### config.mk
export PLATFORM = sky130hd
export DESIGN_NAME = rmq_sumsq
export DESIGN_NICKNAME = d
export VERILOG_FILES = /design/src/rmq_pkg.sv /design/src/rmq_sumsq.sv
export SDC_FILE = /design/constraint.sdc
export NUM_CORES = 2
export LEC_CHECK = 0
export BUFFER_PORTS_ARGS = -buffer_cell sky130_fd_sc_hd__buf_2
export CELL_PAD_IN_SITES_DETAIL_PLACEMENT = 0
export CELL_PAD_IN_SITES_GLOBAL_PLACEMENT = 1
export CORE_MARGIN = 1.5
export CORE_UTILIZATION = 52
export DETAILED_ROUTE_END_ITERATION = 16
export PLACE_DENSITY_LB_ADDON = 0.08
export SETUP_SLACK_MARGIN = 0.05
export SLEW_MARGIN = 20
export SYNTH_ARGS = -nofsm -noshare
export SYNTH_HDL_FRONTEND = slang
export SYNTH_SLANG_ARGS = --single-unit
### constraint.sdc
create_clock -name clk -period 9.7 [get_ports clk]
set_input_delay 2.425 -clock clk [delete_from_list [all_inputs] [get_ports clk]]
set_output_delay 2.425 -clock clk [all_outputs]
set_load 0.02 [all_outputs]
### src/rmq_pkg.sv
// ---------------------------------------------------------------------------
// Rotation matrix to quaternion: package
// Field widths, output limits and default fraction width.
// ---------------------------------------------------------------------------
`default_nettype none

package rmq_pkg;

  localparam int IN_W          = 18;
  localparam int OUT_W         = 18;
  localparam int QUAT_N        = 4;
  localparam int FRAC_BITS_DEF = 16;

  localparam logic signed [OUT_W-1:0] OUT_MAX = {1'b0, {(OUT_W-1){1'b1}}};
  localparam logic signed [OUT_W-1:0] OUT_MIN = {1'b1, {(OUT_W-1){1'b0}}};

endpackage

`default_nettype wire

### src/rmq_sumsq.sv
// ---------------------------------------------------------------------------
// Sum of squares
// Squares four magnitudes in one stage and adds them in the next.
// ---------------------------------------------------------------------------
`default_nettype none

module rmq_sumsq #(
  parameter int MW = 17,
  parameter int SW = 1
) (
  input  wire logic          clk,
  input  wire logic          rst,
  input  wire logic          en,
  input  wire logic          in_valid,
  input  wire logic [MW-1:0] mag [rmq_pkg::QUAT_N],
  input  wire logic [SW-1:0] side_in,
  output logic               out_valid,
  output logic [2*MW+1:0]    sum,
  output logic [SW-1:0]      side_out
);

  localparam int NQ = rmq_pkg::QUAT_N;

  logic [1:0]      vld;
  logic [2*MW-1:0] sq [NQ];
  logic [SW-1:0]   side_r;
  logic [2*MW+1:0] sum_r;

  always_ff @(posedge clk) begin
    if (rst) begin
      vld <= '0;
    end else if (en) begin
      vld <= {vld[0], in_valid};
    end
  end

  always_ff @(posedge clk) begin
    if (en) begin
      for (int l = 0; l < NQ; l++) begin
        sq[l] <= mag[l] * mag[l];
      end
      side_r   <= side_in;
      sum_r    <= (2*MW+2)'(sq[0]) + (2*MW+2)'(sq[1]) + (2*MW+2)'(sq[2]) + (2*MW+2)'(sq[3]);
      side_out <= side_r;
    end
  end

  assign out_valid = vld[1];
  assign sum       = sum_r;

endmodule

`default_nettype wire

==> summary.txt <==
outcome -> completed
largest net degree at the start of global routing -> 94
first-pass GRT wire length -> 156.4 mm
Clock Path Buffers -> 2
worst-path fanout max -> 17
crit-path max cell delay -> 0.55 ns
setup TNS -> 0 ns
clk sink count -> 172
met2 wire length -> 46.73 mm
initial antenna violation count -> 4
clock latency on the worst-skew pair -> 0.44 ns
Post-synth top flop -> edfxtp_1
die width -> 285.9 um
final setup vio count -> 0
# fillers -> 7318
Core ar. -> 79130 um^2
fin nets -> 5699
worst path bufs/invs -> 7
FP Rows -> 103
WP data required -> 9.89 ns
Post-route DRC -> 0
n_diodes -> 0
Num CTS Buffers -> 17
IO buf count -> 110
Final Util -> 55.09%
met1 WL -> 41.55 mm
Pre-antenna DRT Iters -> 5
Slew headroom -> 32.92%
CTS tree -> built
synthesized cell area -> 41610 um^2
Vias -> 27920
CP top delay family -> adder cells
asr flop ratio synth -> 0%
Routed Antenna Nets -> 0
register area -> 5145 um^2
Root Driver -> clkbuf_16
area of the multi-input gates -> 31650 um^2
min-delay worst type -> reg -> reg
Initial DRC Count -> 1465
met3 wire length -> 3.989 mm
Die ar. -> 81730 um^2
Synth Area per Inst -> 9.643 um^2
CP startpoint kind -> input port
Post-synth EDFFs -> 170
arrival time at the worst endpoint -> 8.39 ns
cells after synthesis -> 4315
Placer Congestion -> 0.9041
chip height -> 285.9 um
Final Cycle Share -> 84.60%
#FFs+latches synth -> 172
Post-CTS Setup Inserts -> 0
distinct cell type count after synthesis -> 76
endpoints failing hold -> 0
RSZ-0062 raised after global routing -> false
Area Overhead vs Synth -> 4.769%
post-synthesis sequential area ratio -> 12.36%
drt total wl -> 93.70 mm
initial cell density of the core -> 52.59%
DP HPWL -> 79.05 mm
hold-fix buffers at CTS -> 0
critical path endpoint category -> flop
count of final max-slew check failures -> 0
Max Cap Violations -> 0
Final min period -> 8.206 ns
Crit Path Class -> in -> reg
I/O Pins -> 111
clk slew on worst S/H paths -> 0.07 ns
CP cell instances -> buf_2, and2_1, inv_1, fa_1, inv_1, fa_1, inv_1, fa_1, inv_1, fa_1, fa_1, inv_1, fa_1, inv_1, ha_1, a21oi_1, o21ai_1, o41ai_1, a2111oi_2, o31ai_1, o211ai_1, a21oi_1, xnor2_1
fmax -> 121.9 MHz
number of global-route vias before repair -> 29940
Worst path slowest cell -> fa_1
H-tree Lvls -> 4
Clock Skews -> 0.008809 ns
aggregate global-route resource usage -> 24.37%
PostCTS Resize Cnt -> 0
uppermost layer routed -> met4
Worst Tran Pin Value -> 1.006 ns
Ys Warns -> 0
WL/cell -> 17.38 um
GRT Residual Overflow -> 0
via density per instance -> 5.181
layout cells sized above 1 -> 4.263%
[flip-flops by register name (all words and copies together) (netlist names)]
register	flops
side_out	1
side_r	1
sq	132
sum	36
vld	2
[synthesized netlist by cell type (4+ instances only)]
cell,instances,area share [%]
a221o_1,5,0.12
o211ai_1,14,0.25
mux2i_1,4,0.096
nand4_1,15,0.23
nor2b_1,33,0.50
xnor2_1,132,2.8
mux2_2,4,0.11
fa_1,827,40
a2111oi_0,4,0.084
clkbuf_1,117,1.1
o21ai_0,76,0.91
nand3_1,30,0.36
and4_1,8,0.17
o21bai_1,23,0.41
or3_1,5,0.075
a31o_2,6,0.13
ha_1,472,14
nand2b_1,12,0.18
and3_1,20,0.30
or2_2,14,0.21
nor3_1,20,0.24
o31ai_1,6,0.11
o21ai_1,8,0.096
edfxtp_1,170,12
o21a_1,23,0.41
a21oi_1,147,1.8
a211oi_1,14,0.25
nand2_1,395,3.6
inv_1,1164,11
a21o_1,86,1.6
nor2_1,100,0.90
a31oi_1,16,0.24
o2111ai_1,4,0.084
xor2_1,52,1.1
and2_1,222,3.3
[layout by cell type, fill, tap and decap left out, types with 15 or more instances in the layout]
cell type	instances
nor3_1	20
nand3_1	30
edfxtp_1	170
ha_1	472
nand4_1	15
clkbuf_16	17
nand2_1	395
inv_1	1164
fa_1	827
nor2b_1	33
and3_1	20
nor2_1	100
o21a_1	23
a21oi_1	147
o21ai_0	76
o21bai_1	23
and2_1	222
a31oi_1	16
a21o_1	86
buf_2	109
xor2_1	52
xnor2_1	132
[kinds of logic (layout without fill, tap and decap cells)]
logic type	Yosys count	count (layout)	synth area share [%]
compound gates	473	473	7.520
xor+xnor	184	184	3.873
fa+ha+maj	1299	1299	53.98
buf+inv	1283	1307	11.58
flops	172	172	12.36
mux	8	8	0.2045
other cells	2	3	0.01805
simple gates	894	894	10.46
[area by class of cell]
| class | count | share of cell area, % |
|---|---|---|
| multi-input cells | 2861 | 72.60 |
| flip-flops and latches | 172 | 11.80 |
| inverters | 1164 | 10.02 |
| well taps | 1050 | 3.014 |
| repair buffers | 111 | 1.294 |
| clock buffers | 19 | 0.9930 |
| clock inverters | 13 | 0.2727 |
[through the flow]
step	setup slack (ns)	std cells	hold WS (ns)	instance area [um^2]
5_1_grt	1.087	5390	0.4499	43600
2_1_floorplan	1.536	4316	0.4003	41610
4_1_cts	1.446	5390	0.4398	43600
6_report	1.494	5390	0.4316	43600
3_5_place_dp	0.9844	5358	0.4353	43040
3_3_place_gp	1.136	5358	0.4043	43040
[path summary, 6_finish.rpt]
check	slack [ns]	depth (start not counted)	to	start
max	1.49	23	sq[0][33]	mag[55]
max reg2reg	5.30	13	sum[28]	sq[0][2]
min reg2reg	0.43	0	side_out	side_r
min	0.43	0	side_out	side_r
[routing by layer]
layer	track usage (%)	vias to the layer above
met5	0	-
met4	3.955	0
met3	2.998	80
met2	42.44	480
met1	33.20	14190
li1	-	13170
Power is left out: the tool's default activity adds up to more than one toggle a clock period on the data nets, which glitch-free logic cannot reach.
