**config.mk**
```make
export PLATFORM = sky130hd
export DESIGN_NAME = rmq_sqrt
export DESIGN_NICKNAME = d
export VERILOG_FILES = /design/src/rmq_sqrt.sv
export SDC_FILE = /design/constraint.sdc
export NUM_CORES = 1
export LEC_CHECK = 0
export ABC_AREA = 0
export BUFFER_PORTS_ARGS = -buffer_cell sky130_fd_sc_hd__buf_2
export CAP_MARGIN = 30
export CORE_MARGIN = 3
export CORE_UTILIZATION = 60
export CTS_CLUSTER_SIZE = 16
export DETAILED_ROUTE_END_ITERATION = 7
export PLACE_DENSITY = 0.75
export RECOVER_POWER = 50
export SETUP_SLACK_MARGIN = 0.2
export SLEW_MARGIN = 20
export SYNTH_ARGS = -nofsm -noshare
export SYNTH_HDL_FRONTEND = slang
export SYNTH_SLANG_ARGS = --single-unit
export TNS_END_PERCENT = 5
```
**constraint.sdc**
```tcl
create_clock -name clk -period 6.7 [get_ports clk]
set_clock_uncertainty 0.1 [all_clocks]
set_input_delay 0.335 -clock clk [delete_from_list [all_inputs] [get_ports clk]]
set_output_delay 0.335 -clock clk [all_outputs]
set_load 0.1 [all_outputs]
```
**src/rmq_sqrt.sv**
```systemverilog
// ---------------------------------------------------------------------------
// Pipelined integer square root
// Floor root, one result bit per register stage, sideband carried along.
// ---------------------------------------------------------------------------
`default_nettype none

module rmq_sqrt #(
  parameter int RIW = 36,
  parameter int SW  = 1
) (
  input  wire logic               clk,
  input  wire logic               rst,
  input  wire logic               en,
  input  wire logic               in_valid,
  input  wire logic [RIW-1:0]     radicand,
  input  wire logic [SW-1:0]      side_in,
  output logic                    out_valid,
  output logic [RIW/2-1:0]        root,
  output logic [SW-1:0]           side_out
);

  localparam int ROW = RIW / 2;
  localparam int AW  = RIW + 1;

  logic [ROW:0]   vld;
  logic [AW-1:0]  rem_s  [ROW+1];
  logic [ROW-1:0] root_s [ROW+1];
  logic [SW-1:0]  side_s [ROW+1];

  always_ff @(posedge clk) begin
    if (rst) begin
      vld <= '0;
    end else if (en) begin
      vld <= {vld[ROW-1:0], in_valid};
    end
  end

  always_ff @(posedge clk) begin
    if (en) begin
      rem_s[0]  <= AW'(radicand);
      root_s[0] <= '0;
      side_s[0] <= side_in;
      for (int k = 0; k < ROW; k++) begin
        side_s[k+1] <= side_s[k];
        if (rem_s[k] >= ((AW'(root_s[k]) << (ROW - k)) | (AW'(1) << (2 * (ROW - 1 - k)))))
        begin
          rem_s[k+1]  <= rem_s[k] -
                         ((AW'(root_s[k]) << (ROW - k)) | (AW'(1) << (2 * (ROW - 1 - k))));
          root_s[k+1] <= root_s[k] | (ROW'(1) << (ROW - 1 - k));
        end else begin
          rem_s[k+1]  <= rem_s[k];
          root_s[k+1] <= root_s[k];
        end
      end
    end
  end

  assign out_valid = vld[ROW];
  assign root      = root_s[ROW];
  assign side_out  = side_s[ROW];

endmodule

`default_nettype wire

```
==> reports/qor.yml <==
first_pass_iters: 8
rr_worst_depth: 8
fp.dieW_um: 267.0
rr_startpoint: "rem_s[12][13]"
gr-usage-all-layers: 0.2416
die_h_um: 267.0
vias_per_cell: 6.033
netlist_area_sq_um: 40890
fin_nets: 3528
synth.top_cell.area_share: 0.6279
ys_types: 85
post_cts_buffers: 0
ioPinCount: 61
async_flop_share: 0
slowest_stage: "clkbuf_1"
drv_slew: 298
rsz0062_at_grt: "no"
clk_pin_slew_ns: 0.05
dp_cells: 4035
r2r-end: "rem_s[13][29]"
fin_crit_sh: 0.6785
first_iter_violations: 2239
yosys.area.top_type: "edfxtp_1"
cts_buffer_depth: 3
cpMostUsedCell: "clkbuf_1"
ys_seq_area_frac: 0.6372
drive_above_1_share: 0.08649
place_hpwl_um: 60930
yosysMostFrequentCell: "edfxtp_1"
ys_ff_latch: 874
p_leak_nw: 17.14
stdcell_count: 4249
powerDensity_nw_per_um2: 308.9
cts_made_buffers: 90
synth_nets: 3380
r2r_setup_slack_ns: 2.98
seq_area_sq_um: 26060
crit_fanout: 98
ant_nets: 0
crit_required_ns: 7.12
area_delta_synth_final_pct: 11.78
worstPathArrival_ns: 4.97
worstSetupStartpointType: "primary input"
insertion_delay_ns: 0.65
synth_ff_type: "edfxtp_1"
violations: "capacitance limit, slew limit"
drc: 0
criticalPathCategory: "primary input to register"
fillCellCount: 4658
worst-path-buf-inv: 4
port_buffers: 60
cts_tree: "done"
synth-edff-count: 855
synth_warnings: 0
grt_pass1_vias: 25350
core_sq_um: 67400
fin_tns_setup_ns: 0
synth_area_per_cell_sq_um: 12.97
floorplan.initialDensity: 0.6067
gp_congestion: 0.9211
finalCriticalPeriod_ns: 4.546
synth_cells: 3153
hold_depth: 1
cts.sinks: 874
status: "finished with violations"
hold_buffers: 40
fp-row-count: 95
grt.overflow.total: 0
holdPathEnd: "side_s[4]"
end_kind: "register"
diodes: 0
cts-root-buf: "clkbuf_16"
cpPeakStageDelay_ns: 2.29
synthTopCellsByCount: "855 x edfxtp_1, 242 x inv_1, 194 x nand2_1"
die_area_sq_um: 71310
antenna_found_initial: 0
report.final.hold_viol_count: 0
hold_path_class: "primary input to register"
crit_family: "buffers and inverters"
multi_input_area_sq_um: 13660
grt_pass1_wl_um: 135500
max-cap-violations: 6
ys_top_cells_by_area: "edfxtp_1 63%, ha_1 5.7%, xor2_1 2.9%"
wl_um: 86390
hold_start: "en"
peakVddDrop_uv: 246.7
vias: 25640
routedWlPerCell_um: 20.33
setup_viol_count_final: 0
max_slew_margin: -1.117
worstMarginPinSlew_ns: 3.176
grt_max_degree: 99
cts_max_level: 3
fmax_mhz: 220.0
path_cells: "buf_8 > clkbuf_1 > clkbuf_1 > mux2i_1 > nor2_1 > dlygate4sd3_1"
cts_resized: 0
## kinds of logic after synthesis
logic type | after synthesis | share of synthesized area
simple gates | 938 | 0.1219
xor+xnor | 256 | 0.05484
fa+ha+maj | 186 | 0.05692
flops | 874 | 0.6372
buf+inv | 313 | 0.02941
mux | 60 | 0.01561
compound gates | 526 | 0.08406
## power breakdown
group / internal, mW / switching (mW) / leakage (nW)
clock: 2.93 / 2.15 / 1.47
sequential: 6.69 / 0.415 / 8.33
combinational: 0.790 / 1.14 / 7.33
total: 10.4 / 3.71 / 17.1
## how the worst max path moves through the flow
stage / start / to / slack [ns] / cells after the start
after floorplan: en / rem_s[17][0] / 3.59 / 4
after global placement: rem_s[16][23] / rem_s[17][12] / 3.10 / 6
after detailed placement: rem_s[16][23] / rem_s[17][12] / 2.99 / 6
after CTS: rem_s[16][23] / rem_s[17][12] / 2.96 / 6
after global routing: en / vld[0] / 1.72 / 6
final: en / vld[0] / 2.15 / 6
## routing by layer
metal | wire length, um | global-route usage | vias up
li1 | - | - | 12140
met1 | 36690 | 0.3214 | 12600
met2 | 43000 | 0.4153 | 725
met3 | 4187 | 0.03549 | 174
met4 | 2509 | 0.07321 | 0
met5 | 0 | 0 | -
## final cells by class
cell class                 count  share of cell area
clock buffer                 107             0.05210
clock inverter                60             0.01511
inverter                     242             0.01988
multi-input combinational   1966              0.2989
sequential                   874              0.5701
tap                          873             0.02390
timing repair buffer         127             0.02007
## stage by stage
step | hold WS (ns) | setup slack [ns] | power [mW] | util | instance area (sq um)
5_1_grt | 0.1115 | 1.721 | 14.70 | 0.6781 | 45700
4_1_cts | 0.1129 | 2.962 | 14.18 | 0.6772 | 45640
2_1_floorplan | 0.3003 | 3.588 | 8.481 | - | 40890
6_report | 0.09312 | 2.154 | 14.12 | 0.6781 | 45700
3_3_place_gp | 0.3015 | 3.102 | 9.002 | 0.6256 | 42160
3_5_place_dp | 0.3045 | 2.985 | 9.082 | 0.6257 | 42170
## layout by cell type, fill, tap and decap left out, types with 13 or more instances in the layout
| master | Yosys | layout |
|---|---|---|
| nand2_1 | 194 | 194 |
| nand4_1 | 33 | 33 |
| or3_1 | 30 | 30 |
| xor2_1 | 137 | 137 |
| buf_2 | 7 | 56 |
| ha_1 | 186 | 186 |
| nor3_1 | 104 | 104 |
| o211ai_1 | 22 | 22 |
| clkbuf_16 | 0 | 91 |
| o21a_1 | 42 | 42 |
| dlygate4sd3_1 | 0 | 40 |
| xnor2_1 | 119 | 119 |
| a21o_1 | 40 | 40 |
| nor2b_1 | 30 | 30 |
| clkbuf_1 | 58 | 23 |
| mux2_2 | 28 | 28 |
| or4_1 | 21 | 21 |
| edfxtp_1 | 855 | 855 |
| nor4_1 | 111 | 111 |
| a21oi_1 | 124 | 123 |
| nor2_1 | 184 | 184 |
| and2_1 | 13 | 13 |
| or2_2 | 18 | 18 |
| mux2i_1 | 30 | 30 |
| dfxtp_1 | 19 | 19 |
| nand2b_1 | 45 | 45 |
| o21ai_0 | 143 | 143 |
| a211oi_1 | 18 | 17 |
| inv_1 | 242 | 242 |
| clkinv_1 | 0 | 15 |
| nor4b_1 | 17 | 17 |
| buf_4 | 3 | 13 |
| o31ai_1 | 24 | 23 |
| nand3_1 | 56 | 56 |
## state kept, by name (all words and copies together), names as in the netlist
signal and cells:
side_s 19, root_s 171, rem_s 665, vld 19
Power figures use the tool's default switching activity.
